**config.mk**
```make
export PLATFORM = sky130hd
export DESIGN_NAME = base64url_strict_decoder_unit
export DESIGN_NICKNAME = d
export VERILOG_FILES = /design/src/b64d_pkg.sv /design/src/b64d_front.sv /design/src/b64d_queue.sv /design/src/b64d_back.sv /design/src/base64url_strict_decoder_unit.sv
export SDC_FILE = /design/constraint.sdc
export NUM_CORES = 1
export LEC_CHECK = 0
export BUFFER_PORTS_ARGS = -buffer_cell sky130_fd_sc_hd__clkbuf_2
export CAP_MARGIN = 40
export CORE_UTILIZATION = 25
export DETAILED_ROUTE_END_ITERATION = 10
export GPL_ROUTABILITY_DRIVEN = 0
export GPL_TIMING_DRIVEN = 0
export PLACE_DENSITY = 0.36
export SLEW_MARGIN = 40
export SYNTH_ARGS = -nofsm -noshare
export SYNTH_HDL_FRONTEND = slang
export SYNTH_SLANG_ARGS = --single-unit
```
**constraint.sdc**
```tcl
create_clock -name clk -period 6.25 [get_ports clk]
set_clock_uncertainty 0.05 [all_clocks]
set_input_delay 0.9375 -clock clk [delete_from_list [all_inputs] [get_ports clk]]
set_output_delay 0.9375 -clock clk [all_outputs]
set_load 0.01 [all_outputs]
```
**src/b64d_pkg.sv**
```systemverilog
// Shared types, constants and the character decode function of the base64url decoder.
`timescale 1ns / 1ps
package b64d_pkg;

  // Depth of the request queue between the front and the back.
  localparam int QDEPTH = 4;
  localparam int QPTR_W = $clog2(QDEPTH);
  localparam int QCNT_W = $clog2(QDEPTH + 1);

  // Bit 6 of a decoded character marks a character outside the alphabet.
  localparam logic [6:0] SEXTET_INVALID = 7'h40;

  typedef enum logic [1:0] {
    ST_OK       = 2'd0,
    ST_BAD_CHAR = 2'd1,
    ST_LONE     = 2'd2,
    ST_SPARE    = 2'd3
  } status_t;

  // One queued request: up to three bytes packed high first. A byte count of
  // zero means a single status-only result.
  typedef struct packed {
    logic [23:0] chunk;
    logic [1:0]  count;
    status_t     status;
    logic        eot;
  } job_t;

  function automatic logic [6:0] sextet_of(input logic [7:0] c);
    logic [6:0] v;
    v = SEXTET_INVALID;
    if (c inside {[8'h41:8'h5A]}) begin
      v = {1'b0, 6'(c - 8'h41)};
    end else if (c inside {[8'h61:8'h7A]}) begin
      v = {1'b0, 6'(c - 8'h47)};
    end else if (c inside {[8'h30:8'h39]}) begin
      v = {1'b0, 6'(c + 8'h04)};
    end else if (c == 8'h2D) begin
      v = 7'd62;
    end else if (c == 8'h5F) begin
      v = 7'd63;
    end
    return v;
  endfunction

endpackage

```
**src/b64d_front.sv**
```systemverilog
// Front end: character classification, group assembly and request generation.
`timescale 1ns / 1ps
module b64d_front (
  input  logic           clk,
  input  logic           rst_n,
  input  logic           accept,
  input  logic [7:0]     character,
  input  logic           end_of_text,
  output logic           push,
  output b64d_pkg::job_t job
);

  logic [17:0] held_r, held_nxt;
  logic [1:0]  fill_r, fill_nxt;
  logic        sticky_r, sticky_nxt;

  logic [6:0]  dec;
  logic [5:0]  v;
  logic [23:0] chunk;
  logic        spare_bad;

  assign dec = b64d_pkg::sextet_of(character);
  assign v   = dec[5:0];

  always_comb begin
    case (fill_r)
      2'd0:    chunk = {v, 18'd0};
      2'd1:    chunk = {held_r[5:0], v, 12'd0};
      2'd2:    chunk = {held_r[11:0], v, 6'd0};
      default: chunk = {held_r, v};
    endcase
  end

  assign spare_bad = ((fill_r == 2'd1) && (v[3:0] != 4'd0)) ||
                     ((fill_r == 2'd2) && (v[1:0] != 2'd0));

  always_comb begin
    held_nxt     = held_r;
    fill_nxt     = fill_r;
    sticky_nxt   = sticky_r;
    push         = 1'b0;
    job.chunk    = chunk;
    job.count    = 2'd0;
    job.status   = b64d_pkg::ST_OK;
    job.eot      = 1'b0;
    if (accept) begin
      if (sticky_r || dec[6]) begin
        // Once a bad character is seen, only the closing status comes out.
        held_nxt   = 18'd0;
        fill_nxt   = 2'd0;
        sticky_nxt = !end_of_text;
        if (end_of_text) begin
          push       = 1'b1;
          job.status = b64d_pkg::ST_BAD_CHAR;
          job.eot    = 1'b1;
        end
      end else if (!end_of_text) begin
        if (fill_r == 2'd3) begin
          push      = 1'b1;
          job.count = 2'd3;
          held_nxt  = 18'd0;
          fill_nxt  = 2'd0;
        end else begin
          held_nxt = {held_r[11:0], v};
          fill_nxt = fill_r + 2'd1;
        end
      end else begin
        push     = 1'b1;
        job.eot  = 1'b1;
        held_nxt = 18'd0;
        fill_nxt = 2'd0;
        if (fill_r == 2'd0) begin
          job.status = b64d_pkg::ST_LONE;
        end else if (spare_bad) begin
          job.status = b64d_pkg::ST_SPARE;
        end else begin
          job.count = fill_r;
        end
      end
    end
  end

  always_ff @(posedge clk) begin
    if (!rst_n) begin
      held_r   <= 18'd0;
      fill_r   <= 2'd0;
      sticky_r <= 1'b0;
    end else begin
      held_r   <= held_nxt;
      fill_r   <= fill_nxt;
      sticky_r <= sticky_nxt;
    end
  end

  a_sticky_empty: assert property (@(posedge clk) disable iff (!rst_n)
    sticky_r |-> (fill_r == 2'd0 && held_r == 18'd0))
    else $error("group not cleared while in error");

  a_end_clears: assert property (@(posedge clk) disable iff (!rst_n)
    (accept && end_of_text) |=> (fill_r == 2'd0 && !sticky_r))
    else $error("state not reset after token end");

  a_status_only: assert property (@(posedge clk) disable iff (!rst_n)
    (push && job.status != b64d_pkg::ST_OK) |-> (job.count == 2'd0 && job.eot))
    else $error("error request carries bytes");

endmodule

```
**src/b64d_queue.sv**
```systemverilog
// Short request queue that decouples the front end from the output serializer.
`timescale 1ns / 1ps
module b64d_queue (
  input  logic           clk,
  input  logic           rst_n,
  input  logic           push,
  input  b64d_pkg::job_t push_job,
  input  logic           pop,
  output logic           full,
  output logic           head_valid,
  output b64d_pkg::job_t head_job
);

  b64d_pkg::job_t                slot_r [b64d_pkg::QDEPTH];
  logic [b64d_pkg::QPTR_W-1:0]   wr_ptr_r, rd_ptr_r;
  logic [b64d_pkg::QCNT_W-1:0]   cnt_r;

  assign full       = (cnt_r == b64d_pkg::QCNT_W'(b64d_pkg::QDEPTH));
  assign head_valid = (cnt_r != '0);
  assign head_job   = slot_r[rd_ptr_r];

  always_ff @(posedge clk) begin
    if (push) begin
      slot_r[wr_ptr_r] <= push_job;
    end
  end

  always_ff @(posedge clk) begin
    if (!rst_n) begin
      wr_ptr_r <= '0;
      rd_ptr_r <= '0;
      cnt_r    <= '0;
    end else begin
      if (push) begin
        wr_ptr_r <= wr_ptr_r + 1'b1;
      end
      if (pop) begin
        rd_ptr_r <= rd_ptr_r + 1'b1;
      end
      if (push && !pop) begin
        cnt_r <= cnt_r + 1'b1;
      end else if (pop && !push) begin
        cnt_r <= cnt_r - 1'b1;
      end
    end
  end

  a_no_overflow: assert property (@(posedge clk) disable iff (!rst_n)
    full |-> !push)
    else $error("push into full queue");

  a_no_underflow: assert property (@(posedge clk) disable iff (!rst_n)
    pop |-> head_valid)
    else $error("pop from empty queue");

  a_count_bound: assert property (@(posedge clk) disable iff (!rst_n)
    cnt_r <= b64d_pkg::QCNT_W'(b64d_pkg::QDEPTH))
    else $error("queue count out of range");

endmodule

```
**src/b64d_back.sv**
```systemverilog
// Back end: one result per unstalled cycle from queued requests via an output register.
`timescale 1ns / 1ps
module b64d_back (
  input  logic           clk,
  input  logic           rst_n,
  input  logic           head_valid,
  input  b64d_pkg::job_t head_job,
  output logic           pop,
  output logic           out_vld,
  input  logic           out_stall,
  output logic [7:0]     out_data_byte,
  output logic           out_byte_valid,
  output logic [1:0]     out_status,
  output logic           out_end_of_token
);

  logic [1:0] k_r, k_nxt;
  logic       valid_r, valid_nxt;
  logic [7:0] byte_r;
  logic       bval_r;
  logic [1:0] status_r;
  logic       eot_r;

  logic       load;
  logic       is_last;
  logic [7:0] sel_byte;

  assign load    = head_valid && (!valid_r || !out_stall);
  assign is_last = (head_job.count == 2'd0) ? 1'b1 : (k_r == head_job.count - 2'd1);
  assign pop     = load && is_last;

  always_comb begin
    case (k_r)
      2'd0:    sel_byte = head_job.chunk[23:16];
      2'd1:    sel_byte = head_job.chunk[15:8];
      default: sel_byte = head_job.chunk[7:0];
    endcase
  end

  always_comb begin
    k_nxt     = k_r;
    valid_nxt = valid_r;
    if (load) begin
      valid_nxt = 1'b1;
      k_nxt     = is_last ? 2'd0 : k_r + 2'd1;
    end else if (!out_stall) begin
      valid_nxt = 1'b0;
    end
  end

  always_ff @(posedge clk) begin
    if (!rst_n) begin
      k_r     <= 2'd0;
      valid_r <= 1'b0;
    end else begin
      k_r     <= k_nxt;
      valid_r <= valid_nxt;
    end
  end

  always_ff @(posedge clk) begin
    if (load) begin
      bval_r   <= (head_job.count != 2'd0);
      byte_r   <= (head_job.count != 2'd0) ? sel_byte : 8'd0;
      status_r <= is_last ? head_job.status : b64d_pkg::ST_OK;
      eot_r    <= is_last && head_job.eot;
    end
  end

  assign out_vld          = valid_r;
  assign out_data_byte    = byte_r;
  assign out_byte_valid   = bval_r;
  assign out_status       = status_r;
  assign out_end_of_token = eot_r;

endmodule

```
**src/base64url_strict_decoder_unit.sv**
```systemverilog
// Top level of the unpadded base64url decoder with strict spare-bit checking.
`timescale 1ns / 1ps
// The decoder takes one character of a base64url token per request and
// accepts a new character every cycle while its request queue has room.
// Characters are classified and gathered into groups of four in the front
// end; every full group, and the closing group or status at the token end,
// becomes one queued request. The back end turns each request into one to
// three results, one result per cycle while the output is not stalled,
// through a registered output stage, so four characters (three bytes)
// sustain one character per cycle. A completed group releases three results
// at once and a token end at most three; the four-entry queue absorbs these
// bursts, and the input stalls only when the queue is full. Each request is
// queued, and its first result then passes through the output register.
// Bytes stream out as soon as their group completes, so bytes
// of a token that later proves bad have already been delivered; the final
// result of every token carries end_of_token and its status (ok, bad
// character, lone trailing character, or nonzero spare bits), and all error
// results are status-only with byte_valid low.
module base64url_strict_decoder_unit (
  input  logic       clk,
  input  logic       rst_n,
  input  logic       in_valid,
  output logic       in_stall,
  input  logic [7:0] in_character,
  input  logic       in_end_of_text,
  output logic       out_vld,
  input  logic       out_stall,
  output logic [7:0] out_data_byte,
  output logic       out_byte_valid,
  output logic [1:0] out_status,
  output logic       out_end_of_token
);

  logic           accept;
  logic           push;
  logic           pop;
  logic           q_full;
  logic           head_valid;
  b64d_pkg::job_t push_job;
  b64d_pkg::job_t head_job;

  // The front end can always push at most one request per character, so a
  // free queue slot is all it needs to take the next character.
  assign in_stall = q_full;
  assign accept   = in_valid && !q_full;

  b64d_front u_front (
    .clk         (clk),
    .rst_n       (rst_n),
    .accept      (accept),
    .character   (in_character),
    .end_of_text (in_end_of_text),
    .push        (push),
    .job         (push_job)
  );

  b64d_queue u_queue (
    .clk        (clk),
    .rst_n      (rst_n),
    .push       (push),
    .push_job   (push_job),
    .pop        (pop),
    .full       (q_full),
    .head_valid (head_valid),
    .head_job   (head_job)
  );

  b64d_back u_back (
    .clk              (clk),
    .rst_n            (rst_n),
    .head_valid       (head_valid),
    .head_job         (head_job),
    .pop              (pop),
    .out_vld          (out_vld),
    .out_stall        (out_stall),
    .out_data_byte    (out_data_byte),
    .out_byte_valid   (out_byte_valid),
    .out_status       (out_status),
    .out_end_of_token (out_end_of_token)
  );

endmodule

```
==> implementation parameters, run 1 <==
Parameter                              Value

Placed design
  Post-placement cell area    7880 um^2
  Post-placement cell count    911
  Count of buffers inserted at the top-level ports    25
  HPWL after detailed placement    12000 um

Setup path
  Critical Setup Path Class    register to register
  Type of element capturing the critical path    register
  Ordered cell list for the critical path    clkbuf_2 -> clkbuf_1 -> mux4_2 -> inv_1 -> ha_1 -> clkbuf_1 -> a21oi_1 -> nor2_1 -> inv_1 -> ha_1 -> inv_1 -> fa_1 -> xor2_1 -> or3_1 -> a21boi_0
  Sum of buffers and inverters on the critical path    6
  Slowest cell on the critical path    sky130_fd_sc_hd__a21oi_1
  Kind of start point of the critical path    register
  Critical Path Fanout Max    10
  Worst EP required    6.56 ns
  Delay of the slowest cell on the worst path    0.60 ns
  Family of cells with the greatest summed delay on the critical path    buffers and inverters
  Worst path most repeated cell    sky130_fd_sc_hd__inv_1
  Critical path data arrival time    4.85 ns

Status
  Run status    completed

Job
  Max-Cap Viols    0

STA
  RSZ-0062 raised after global routing    no
  Pin slew with the least headroom to its limit    0.788 ns
  Tcrit/Tclk final    72.7%
  Maximum clock frequency    0.220 GHz
  Final critical path time including I/O delays and setup    between 4 and 5 ns
  Final Hold Fails    0
  Remaining max-slew budget at the tightest pin    47.5%
  Setup Viol. Count Final    0
  Final setup TNS    0 ns
  Pins Over Slew Limit    0

Die
  Effective utilization at floorplan    25.4%
  Horizontal die dimension    around 170 um
  Die ar.    approximately 30000 um^2
  Row count    62
  I/O pin count    27
  Std-Cell Core Area    between 20000 and 30000 um^2
  DIE HEIGHT    172 um

Layout
  Final Instance Area    roughly 8400 um^2
  # diodes    0
  Net total in the final layout    581
  Area delta synth->final    16.3%
  Count of non-filler cells in the finished layout    943
  Fraction of layout cells with a size suffix above 1    19.7%

Power and ir drop
  Total power consumption of the routed design    2.96 mW
  Static Leak    2.80 nW
  Worst VDD drop    0.000182 V
  Power density relative to cell area    351 nW/um^2

GRT
  Leftover overflow at the end of global routing    0
  Pin count of the biggest net entering global routing    30
  Number of antenna violations at the first check in global routing    0
  Wire length of the first global-routing pass    26700 um
  Overall routing resource usage    between 10% and 20%
  Number of global-route vias before repair    around 4.4k

Synth
  Post-Synthesis Cell Area    7260 um^2
  Post-synth ARST share    0%
  Post-synth net total    about 540
  Ys Warns    0
  FF+latch count, synth    161
  Count of flip-flops with a built-in enable after synthesis    around 130
  Syn avg cell area    about 14 um^2
  Post-synth cell types    60
  Cell count after synthesis    502
  Seq/Total Area, Yosys    62.1%
  Top FF cell, synth    sky130_fd_sc_hd__edfxtp_1

CTS
  Latest clock arrival within the worst-skew pair    about 0.42 ns
  CTS buffer count    17
  Post-CTS Resized    0
  # Post-CTS Setup Buffers    0
  Buffer type at the clock tree root    sky130_fd_sc_hd__clkbuf_16
  CTS tree    done
  Number of sinks handled by clock tree synthesis    161
  Clk pin slew, worst setup/hold paths    0.07 ns
  H-tree depth reported by CTS    4
  Maximum buffer depth of the clock tree    2
  Cts-stage hold buffer count    0

Routing
  Total iterations of the first detailed-routing run    5
  Detailed-route vias per instance    between 4 and 5
  Drt initial violations    210
  Routed WL    17800 um
  DRC viols    0
  Antenna-violating nets left    0
  Total vias in the final route    4268
  Wire length per cell    18.8 um

Min path
  Min-Delay Path Class    register to register
-- worst register-to-register path: stages, from the launching register on --
cell and delay (ns):
sky130_fd_sc_hd__dfxtp_1 0.35, sky130_fd_sc_hd__clkbuf_2 0.37, sky130_fd_sc_hd__clkbuf_1 0.58, sky130_fd_sc_hd__mux4_2 0.33, sky130_fd_sc_hd__inv_1 0.05, sky130_fd_sc_hd__ha_1 0.16
sky130_fd_sc_hd__clkbuf_1 0.34, sky130_fd_sc_hd__a21oi_1 0.60, sky130_fd_sc_hd__nor2_1 0.19, sky130_fd_sc_hd__inv_1 0.10, sky130_fd_sc_hd__ha_1 0.18, sky130_fd_sc_hd__inv_1 0.07
sky130_fd_sc_hd__fa_1 0.44, sky130_fd_sc_hd__xor2_1 0.18, sky130_fd_sc_hd__or3_1 0.32, sky130_fd_sc_hd__a21boi_0 0.15
-- cells in the mapped netlist (2+ instances only) --
cell type	number	share of area (%)
sky130_fd_sc_hd__a21boi_0	4	0.41
sky130_fd_sc_hd__a21o_1	2	0.21
sky130_fd_sc_hd__a21oi_1	13	0.90
sky130_fd_sc_hd__a221oi_1	6	0.72
sky130_fd_sc_hd__a22o_1	8	0.97
sky130_fd_sc_hd__a22oi_1	32	3.3
sky130_fd_sc_hd__a2bb2oi_1	6	0.72
sky130_fd_sc_hd__and2_1	16	1.4
sky130_fd_sc_hd__buf_1	5	0.26
sky130_fd_sc_hd__buf_2	4	0.28
sky130_fd_sc_hd__buf_6	2	0.31
sky130_fd_sc_hd__clkbuf_1	15	0.78
sky130_fd_sc_hd__dfxtp_1	33	9.1
sky130_fd_sc_hd__edfxtp_1	128	53
sky130_fd_sc_hd__ha_1	21	3.6
sky130_fd_sc_hd__inv_1	19	0.98
sky130_fd_sc_hd__inv_2	2	0.10
sky130_fd_sc_hd__mux2i_1	3	0.41
sky130_fd_sc_hd__mux4_2	29	9.0
sky130_fd_sc_hd__nand2_1	33	1.7
sky130_fd_sc_hd__nand2b_1	4	0.34
sky130_fd_sc_hd__nand3_1	5	0.34
sky130_fd_sc_hd__nand4_1	2	0.17
sky130_fd_sc_hd__nor2_1	9	0.47
sky130_fd_sc_hd__nor2b_1	31	2.7
sky130_fd_sc_hd__nor3_1	4	0.28
sky130_fd_sc_hd__nor3b_1	2	0.21
sky130_fd_sc_hd__nor4_1	3	0.26
sky130_fd_sc_hd__o211ai_1	3	0.31
sky130_fd_sc_hd__o21a_1	5	0.52
sky130_fd_sc_hd__o21ai_0	9	0.62
sky130_fd_sc_hd__o21ai_1	2	0.14
sky130_fd_sc_hd__o22ai_1	2	0.17
sky130_fd_sc_hd__o31ai_1	3	0.31
sky130_fd_sc_hd__or3_1	4	0.34
sky130_fd_sc_hd__xnor2_1	7	0.84
sky130_fd_sc_hd__xor2_1	3	0.36
-- cell type report --
class	count	area (um^2)
tap	384	480
inverter	22	82.6
multi-input combinational	293	2570
clock buffer	17	425
buffer	26	123
sequential	161	4500
timing repair buffer	25	125
clock inverter	15	134
fill	2888	20200
-- logic make-up after synthesis --
group,count (synthesis),share of synthesized area [%]
AOI/OAI and AO/OA,109,11.5
xor gates and xnor gates,10,1.21
adders and majority gates,22,3.90
buffers and inverters,48,2.76
DFF,161,62.1
muxes,32,9.41
and+or+nand+nor,120,9.12
-- cells in the final DEF, fill, tap and decap left out, types with 3 or more instances in the layout --
cell	count
sky130_fd_sc_hd__xor2_1	3
sky130_fd_sc_hd__nor2b_1	31
sky130_fd_sc_hd__and2_4	4
sky130_fd_sc_hd__mux4_2	29
sky130_fd_sc_hd__buf_2	7
sky130_fd_sc_hd__o31ai_1	3
sky130_fd_sc_hd__o21a_1	5
sky130_fd_sc_hd__edfxtp_1	128
sky130_fd_sc_hd__a21boi_0	4
sky130_fd_sc_hd__xnor2_1	7
sky130_fd_sc_hd__o21ai_1	3
sky130_fd_sc_hd__nor3_1	4
sky130_fd_sc_hd__clkinvlp_4	3
sky130_fd_sc_hd__a2bb2oi_1	6
sky130_fd_sc_hd__or3_1	4
sky130_fd_sc_hd__nor2_1	8
sky130_fd_sc_hd__clkinv_2	3
sky130_fd_sc_hd__and2_1	12
sky130_fd_sc_hd__a221oi_1	6
sky130_fd_sc_hd__clkbuf_2	26
sky130_fd_sc_hd__dfxtp_1	33
sky130_fd_sc_hd__o21ai_0	8
sky130_fd_sc_hd__nand2_1	33
sky130_fd_sc_hd__a22oi_1	32
sky130_fd_sc_hd__nor4_1	3
sky130_fd_sc_hd__mux2i_1	3
sky130_fd_sc_hd__clkbuf_16	17
sky130_fd_sc_hd__o211ai_1	3
sky130_fd_sc_hd__a21oi_1	13
sky130_fd_sc_hd__inv_1	19
sky130_fd_sc_hd__clkinv_4	3
sky130_fd_sc_hd__clkbuf_1	14
sky130_fd_sc_hd__nand3_1	5
sky130_fd_sc_hd__a22o_1	8
sky130_fd_sc_hd__inv_6	4
sky130_fd_sc_hd__ha_1	21
sky130_fd_sc_hd__nand2b_1	4
-- metal layers --
layer | vias to the layer above | track usage, % | routed length (um)
met4 | 0 | 3.89 | 209
met1 | 2138 | 15.6 | 8150
li1 | 2033 | - | -
met5 | - | 0 | 0
met2 | 79 | 22.3 | 8900
met3 | 18 | 2.47 | 492
-- path summary, 6_finish.rpt --
path,from,end,slack (ns),cells after the start
hold reg to reg,u_back.out_vld,u_back.out_vld,0.43,2
setup reg to reg,register,u_queue.cnt_r[2],1.71,15
setup / recovery,register,u_queue.cnt_r[2],1.71,15
hold / removal,u_back.out_vld,u_back.out_vld,0.43,2
-- through the flow --
stage	worst slack [ns]	utilization, %	hold slack (ns)
finish	1.71	29.5	0.430
global route	1.24	29.5	0.484
CTS	1.46	29.5	0.437
detailed placement	1.42	27.5	0.427
global placement	0.802	27.5	0.413
floorplan	2.05	-	0.411
-- flip-flops by register name, indices dropped and copies added, names as in the netlist, 2 cells and up, named ones only --
name,cells
u_queue.cnt_r,3
u_queue.rd_ptr_r,2
u_back.out_data_byte,8
u_front.fill_r,2
u_back.k_r,2
u_queue.wr_ptr_r,2
u_front.held_r,18
u_back.out_status,2
u_queue.slot_r,116
-- where the power goes --
group          switching, mW  internal, mW  total [mW]
clock                  0.435         0.551       0.986
combinational          0.399         0.262       0.661
sequential            0.0356          1.28        1.31
total                  0.870          2.09        2.96
(Power assumes the default switching activity.)
==> run 2: changes to the inputs <==
ABC_AREA = 1   (was default)
PLACE_DENSITY = 0.37   (was 0.36)
clock period = 3.9 ns   (was 6.25 ns; I/O delays follow)
==> implementation parameters, run 2 <==
Parameter                              Value

Placed design
  HPWL after detailed placement    14600 um (+21%)
  Count of buffers inserted at the top-level ports    25 (unchanged)

Setup path
  Critical Path Fanout Max    10 (unchanged)
  Slowest cell on the critical path    sky130_fd_sc_hd__dfxtp_1
  Worst path most repeated cell    sky130_fd_sc_hd__nand2_1
  Type of element capturing the critical path    register
  Ordered cell list for the critical path    clkbuf_2 -> buf_2 -> nand2_1 -> a32o_1 -> ha_1 -> xor2_1 -> nand2_1 -> nand2_1 -> inv_1 -> nor2_2 -> inv_1 -> ha_1 -> inv_1 -> fa_1 -> nor2_1 -> nor2_1 -> nand2_1 -> o21ai_0 -> a21oi_1
  Worst EP required    4.20 ns (-2.36 ns)
  Critical Setup Path Class    register to register
  Kind of start point of the critical path    register
  Critical path data arrival time    3.78 ns (-1.07 ns)
  Delay of the slowest cell on the worst path    0.47 ns (-0.13 ns)

GRT
  GRT met3 Usage    2.34% (-0.13 points)
  Global-route track usage on met1    18.7% (+3.1 points)
  Pin count of the biggest net entering global routing    17 (-43%)
  Number of global-route vias before repair    5216 (+20%)
  Wire length of the first global-routing pass    31200 um (+17%)
  GR met2 Demand/Resource    21.8% (-0.53 points)
  Overall routing resource usage    13.5% (+0.82 points)
  Leftover overflow at the end of global routing    0 (unchanged)
  Number of antenna violations at the first check in global routing    0 (unchanged)
  GR peak layer    met2

Layout
  Number of filler instances in the final layout    3142 (+8.8%)
  Register with the most flip-flops    u_queue.slot_r
  Area delta synth->final    18.5%
  Highest-count cells in the layout ignoring fill and taps    144 x sky130_fd_sc_hd__nand2_1, 128 x sky130_fd_sc_hd__edfxtp_1, 101 x sky130_fd_sc_hd__nor2_1, 75 x sky130_fd_sc_hd__o21ai_0, 58 x sky130_fd_sc_hd__inv_1
  Commonest non-fill, non-tap cell in the layout    sky130_fd_sc_hd__nand2_1
  Fraction of layout cells with a size suffix above 1    14.7% (-5.0 points)
  Max reg flops    116 (unchanged)
  Net total in the final layout    858 (+48%)

Die
  Std-Cell Core Area    29600 um^2 (+3.5%)
  DIE HEIGHT    176 um (+1.9%)
  I/O pin count    27 (unchanged)
  Effective utilization at floorplan    25.5% (+0.095 points)
  Horizontal die dimension    176 um (+1.9%)
  Row count    63 (+1.6%)
  Die ar.    30900 um^2 (+3.9%)

Status
  Run status    completed

Synth
  Syn avg cell area    9.82 um^2 (-32%)
  Count of flip-flops with a built-in enable after synthesis    128 (unchanged)
  Cell count after synthesis    768 (+53%)
  Post-Synthesis Cell Area    7540 um^2 (+3.9%)
  Top FF cell, synth    sky130_fd_sc_hd__edfxtp_1
  Post-synthesis cell type with the largest combined area    sky130_fd_sc_hd__edfxtp_1
  FF+latch count, synth    161 (unchanged)
  Ys Warns    0 (unchanged)
  Top area cells in the synthesized netlist    sky130_fd_sc_hd__edfxtp_1 51%, sky130_fd_sc_hd__dfxtp_1 8.8%, sky130_fd_sc_hd__nand2_1 7.2%, sky130_fd_sc_hd__nor2_1 5.2%, sky130_fd_sc_hd__o21ai_0 5.0%
  Post-synth cell types    38 (-37%)
  Post-synth net total    803 (+50%)
  Post-synth ARST share    0% (unchanged)
  Area share of the leading cell type in the synthesized netlist    51.0% (-2.0 points)
  Seq/Total Area, Yosys    59.7% (-2.3 points)
  Leading post-synthesis cells by instance count    144 x sky130_fd_sc_hd__nand2_1, 128 x sky130_fd_sc_hd__edfxtp_1, 105 x sky130_fd_sc_hd__nor2_1
  Most repeated cell in the gate-level netlist after synthesis    sky130_fd_sc_hd__nand2_1

STA
  Maximum clock frequency    0.287 GHz (+30%)
  Pin slew with the least headroom to its limit    0.763 ns (-0.0252 ns)
  Tcrit/Tclk final    89.2% (+17 points)
  Remaining max-slew budget at the tightest pin    48.6% (+1.1 points)
  Tightest hold margin    0.427 ns (-0.00332 ns)
  Setup Viol. Count Final    0 (unchanged)
  RSZ-0062 raised after global routing    no
  Final Hold Fails    0 (unchanged)
  Pins Over Slew Limit    0 (unchanged)
  Final critical path time including I/O delays and setup    3.48 ns (-1.06 ns)

Job
  Max-Cap Viols    0 (unchanged)

Power and ir drop
  Total power consumption of the routed design    5.10 mW (+72%)
  Power density relative to cell area    571 nW/um^2 (+63%)
  Static Leak    3.37 nW (+20%)
  Worst VDD drop    0.000318 V (+75%)

CTS
  Maximum buffer depth of the clock tree    2 (unchanged)
  CTS buffer count    17 (unchanged)
  Latest clock arrival within the worst-skew pair    0.42 ns (about the same)
  Cts-stage hold buffer count    0 (unchanged)
  H-tree depth reported by CTS    4 (unchanged)
  Buffer type at the clock tree root    sky130_fd_sc_hd__clkbuf_16
  Clk pin slew, worst setup/hold paths    0.06 ns (about the same)
  Number of sinks handled by clock tree synthesis    161 (unchanged)
  CTS tree    done

Routing
  Total iterations of the first detailed-routing run    7 (+2)
  DRC viols    0 (unchanged)
  Total vias in the final route    5422 (+27%)
  Routed WL    20100 um (+13%)
  Antenna-violating nets left    0 (unchanged)
  Detailed-route vias per instance    4.42 (-2.4%)
  Drt initial violations    315 (+50%)
  Wire length per cell    16.4 um (-13%)

Min path
  Min-Delay Path Class    register to register
[run 2: cell types whose count changed after synthesis, moves of 26 or more]
cell / delta
sky130_fd_sc_hd__nand2_1: +111
sky130_fd_sc_hd__nor2b_1: -31
sky130_fd_sc_hd__inv_1: +40
sky130_fd_sc_hd__o22ai_1: +28
sky130_fd_sc_hd__a22oi_1: -26
sky130_fd_sc_hd__mux4_2: -29
sky130_fd_sc_hd__o21ai_0: +67
sky130_fd_sc_hd__nor2_1: +96
[run 2: repair_timing]
action / 4_1_cts / 5_1_grt
setup endpoints to repair: 0 / 2
gates resized for setup: 0 / 12
hold endpoints to repair: 0 / 0
setup buffers: 0 / 3
[run 2: per-layer routing]
layer  vias up  routed length (um)  share of wire (%)
met2        93                9400                 47
met4         0                 177               0.88
met3        10                 557                2.8
li1       2749                   -                  -
met5         -                   0                  0
met1      2570                9960                 50
[run 2: area by class of cell]
| type | count | area [um^2] | share of cell area [%] |
|---|---|---|---|
| inverters | 69 | 274 | 3.07 |
| flip-flops and latches | 161 | 4500 | 50.4 |
| multi-input cells | 505 | 2670 | 29.9 |
| clock buffers | 18 | 429 | 4.80 |
| well taps | 390 | 488 | 5.46 |
| repair buffers | 37 | 333 | 3.72 |
| clock inverters | 14 | 92.6 | 1.04 |
| diodes | 1 | 2.50 | 0.0280 |
| plain buffers | 32 | 146 | 1.64 |
[run 2: worst paths after layout]
check                                          from                   to  slack [ns]  cells past startpoint
worst max-delay path                       register     u_queue.cnt_r[2]        0.42                     19
worst min register to register  u_queue.rd_ptr_r[0]  u_queue.rd_ptr_r[0]        0.43                      1
worst max register to register             register     u_queue.cnt_r[2]        0.42                     19
worst min-delay path            u_queue.rd_ptr_r[0]  u_queue.rd_ptr_r[0]        0.43                      1
[run 2: critical path, delay by kind of cell (launching register included)]
family	cells	cell delay, ns
xor+xnor	1	0.14
flops	1	0.47
simple gates	7	0.54
compound gates	3	0.43
buf+inv	5	0.92
fa+ha+maj	3	0.85
[run 2: kinds of logic after synthesis]
kind of cell | count (synthesis) | synth area share, %
xor+xnor | 6 | 0.697
flops | 161 | 59.7
compound gates | 168 | 12.8
simple gates | 309 | 17.6
buf+inv | 102 | 5.49
fa+ha+maj | 22 | 3.75
[run 2: power breakdown]
part           switching, mW  total (mW)  internal [mW]
Combinational          0.984        1.44          0.459
Sequential            0.0638        2.17           2.11
Clock                  0.682        1.49          0.809
Total                   1.73        5.10           3.37
[run 2: stage by stage]
step / utilization [%] / std cells / TNS [ns] / setup WS [ns] / area [um^2]
final: 30.2 / 1227 / 0 / 0.420 / 8940
after global routing: 30.2 / 1226 / 0 / 0.0139 / 8940
after CTS: 30.1 / 1224 / 0 / 0.0176 / 8910
after detailed placement: 28.3 / 1192 / 0 / 0.0354 / 8390
after global placement: 27.5 / 1183 / -172.33 / -1.56 / 8160
after floorplan: - / 768 / 0 / 0.406 / 7540
==> run 3: changes to the inputs <==
CORE_ASPECT_RATIO = 1.1   (was default)
REMOVE_ABC_BUFFERS = 1   (was default)
==> implementation parameters, run 3 (synthesis results as in run 2) <==
Parameter                              Value

CTS
  Number of sinks handled by clock tree synthesis    161 (unchanged)
  Latest clock arrival within the worst-skew pair    0.42 ns (about the same)
  Buffer type at the clock tree root    sky130_fd_sc_hd__clkbuf_16
  Post-CTS Resized    1 (+1)
  Clk pin slew, worst setup/hold paths    0.07 ns (about the same)
  Maximum buffer depth of the clock tree    2 (unchanged)
  Cts-stage hold buffer count    0 (unchanged)
  H-tree depth reported by CTS    4 (unchanged)
  # Post-CTS Setup Buffers    0 (unchanged)
  CTS buffer count    17 (unchanged)
  CTS tree    done

Layout
  Max reg flops    116 (unchanged)
  Area delta synth->final    17.4%
  Multi-input gate area in the final layout    2670 um^2 (unchanged)
  Combined flip-flop and latch cell area    4510 um^2 (+0.17%)
  Final Instance Area    8860 um^2 (-0.92%)
  Final core area utilization    29.9% (-0.29 points)
  Highest-count cells in the layout ignoring fill and taps    144 x sky130_fd_sc_hd__nand2_1, 128 x sky130_fd_sc_hd__edfxtp_1, 101 x sky130_fd_sc_hd__nor2_1, 76 x sky130_fd_sc_hd__o21ai_0, 56 x sky130_fd_sc_hd__inv_1
  Register with the most flip-flops    u_queue.slot_r
  Net total in the final layout    826 (-3.7%)
  Commonest non-fill, non-tap cell in the layout    sky130_fd_sc_hd__nand2_1
  # diodes    0 (-1)
  Number of filler instances in the final layout    3047 (-3.0%)
  Count of non-filler cells in the finished layout    1178 (-4.0%)
  Fraction of layout cells with a size suffix above 1    14.6% (-0.16 points)

Setup path
  Kind of start point of the critical path    register
  R2r setup slk    0.55 ns (+0.13 ns)
  R2R depth    14 (-5)
  Critical path data arrival time    3.61 ns (-0.17 ns)
  Worst EP required    4.16 ns (-0.04 ns)
  Critical Path Fanout Max    30 (+20)
  Critical Setup Path Class    register to register
  Reg-to-Reg End    u_queue.cnt_r[1]
  Type of element capturing the critical path    register

Die
  Die ar.    30900 um^2 (about the same)
  DIE HEIGHT    184 um (+4.8%)
  Effective utilization at floorplan    25.4% (about the same)
  I/O pin count    27 (unchanged)
  Std-Cell Core Area    29600 um^2 (about the same)
  Row count    66 (+4.8%)
  Horizontal die dimension    168 um (-4.6%)

Placed design
  HPWL after detailed placement    12900 um (-11%)
  Count of buffers inserted at the top-level ports    26 (+4.0%)
  Post-placement cell count    1146 (-3.9%)
  Post-placement cell area    8280 um^2 (-1.3%)

Routing
  Met1 wire length    9600 um (-3.7%)
  Antenna-violating nets left    0 (unchanged)
  Total vias in the final route    5276 (-2.7%)
  Routed WL    19000 um (-5.2%)
  Drt initial violations    293 (-7.0%)
  DRC viols    0 (unchanged)
  Uppermost routed layer    met4
  Detailed-route vias per instance    4.48 (+1.4%)
  Total iterations of the first detailed-routing run    5 (-2)
  Wire length on met3    346 um (-38%)
  Met2 layer wire length in the routed design    8850 um (-5.9%)
  Wire length per cell    16.2 um (-1.3%)

STA
  Pins Over Slew Limit    0 (unchanged)
  Remaining max-slew budget at the tightest pin    47.1% (-1.4 points)
  Pin slew with the least headroom to its limit    0.785 ns (+0.0215 ns)
  Tcrit/Tclk final    85.9% (-3.3 points)
  Maximum clock frequency    0.298 GHz (+3.9%)
  Final critical path time including I/O delays and setup    3.35 ns (-0.129 ns)
  Setup Viol. Count Final    0 (unchanged)
  RSZ-0062 raised after global routing    no
  Final Hold Fails    0 (unchanged)

Power and ir drop
  Total power consumption of the routed design    5.23 mW (+2.5%)
  Power density relative to cell area    591 nW/um^2 (+3.4%)
  Worst VDD drop    0.000277 V (-13%)
  Static Leak    3.35 nW (-0.46%)

GRT
  Number of global-route vias before repair    5136 (-1.5%)
  Pin count of the biggest net entering global routing    47 (+30)
  Overall routing resource usage    13.0% (-0.52 points)
  Number of antenna violations at the first check in global routing    0 (unchanged)
  Leftover overflow at the end of global routing    0 (unchanged)
  Wire length of the first global-routing pass    30100 um (-3.8%)

Min path
  Hold-critical path endpoint    u_front.held_r[17]
  Number of cells traversed by the worst hold path    2 (+1)
  Min-Delay Path Class    register to register
  Worst Min Path Start    u_front.held_r[17]

Job
  Max-Cap Viols    0 (unchanged)

Status
  Run status    completed
run 3: cell count changes in the layout (fill, tap and decap cells not counted), moves of 3 or more:
cell                         change
sky130_fd_sc_hd__bufinv_16       +3
sky130_fd_sc_hd__buf_4           -4
sky130_fd_sc_hd__clkbuf_2        -3
sky130_fd_sc_hd__clkinvlp_4      -3
sky130_fd_sc_hd__clkbuf_1       -23
run 3: area by class of cell:
class	instances	share of cell area, %
well taps	374	5.28
clock buffers	19	4.89
inverters	69	3.11
repair buffers	37	4.01
multi-input cells	505	30.1
flip-flops and latches	161	50.9
clock inverters	13	1.62
run 3: report_power, final:
group          switching, mW  internal, mW  leakage, nW
sequential             0.105          2.11         1.49
clock                  0.669         0.995        0.275
combinational          0.904         0.447         1.59
run 3: metrics by stage:
stage | setup TNS, ns | hold WS [ns] | setup WS, ns
after floorplan | -0.360 | 0.391 | -0.197
after global placement | -207.84 | 0.407 | -2.63
after detailed placement | -0.0635 | 0.409 | -0.0417
after CTS | 0 | 0.420 | 0.274
after global routing | 0 | 0.453 | 0.157
final | 0 | 0.422 | 0.549
run 3: worst max-delay path: stages, from the launching register on:
cell	delay, ns
sky130_fd_sc_hd__dfxtp_4	0.61
sky130_fd_sc_hd__inv_4	0.25
sky130_fd_sc_hd__a21oi_1	0.20
sky130_fd_sc_hd__a32o_1	0.15
sky130_fd_sc_hd__ha_1	0.14
sky130_fd_sc_hd__clkinv_1	0.29
sky130_fd_sc_hd__nand2_1	0.16
sky130_fd_sc_hd__inv_1	0.14
sky130_fd_sc_hd__nor2_2	0.22
sky130_fd_sc_hd__inv_1	0.10
sky130_fd_sc_hd__ha_1	0.19
sky130_fd_sc_hd__inv_1	0.11
sky130_fd_sc_hd__fa_1	0.39
sky130_fd_sc_hd__o21ai_0	0.15
sky130_fd_sc_hd__a21oi_1	0.06
run 3: metal layers:
metal	global-route usage, %	vias to the layer above
met1	17.1	2518
li1	-	2684
met2	21.6	58
met3	2.43	16
met5	0	-
met4	3.85	0
run 3: worst max-delay path by stage:
stage	depth (start not counted)	slack, ns	to
6_report	14	0.55	u_queue.cnt_r[1]
5_1_grt	14	0.16	u_queue.cnt_r[1]
4_1_cts	14	0.27	u_queue.cnt_r[1]
3_5_place_dp	14	-0.04	u_queue.cnt_r[1]
3_3_place_gp	15	-2.63	u_queue.cnt_r[1]
2_1_floorplan	19	-0.20	u_queue.cnt_r[2]
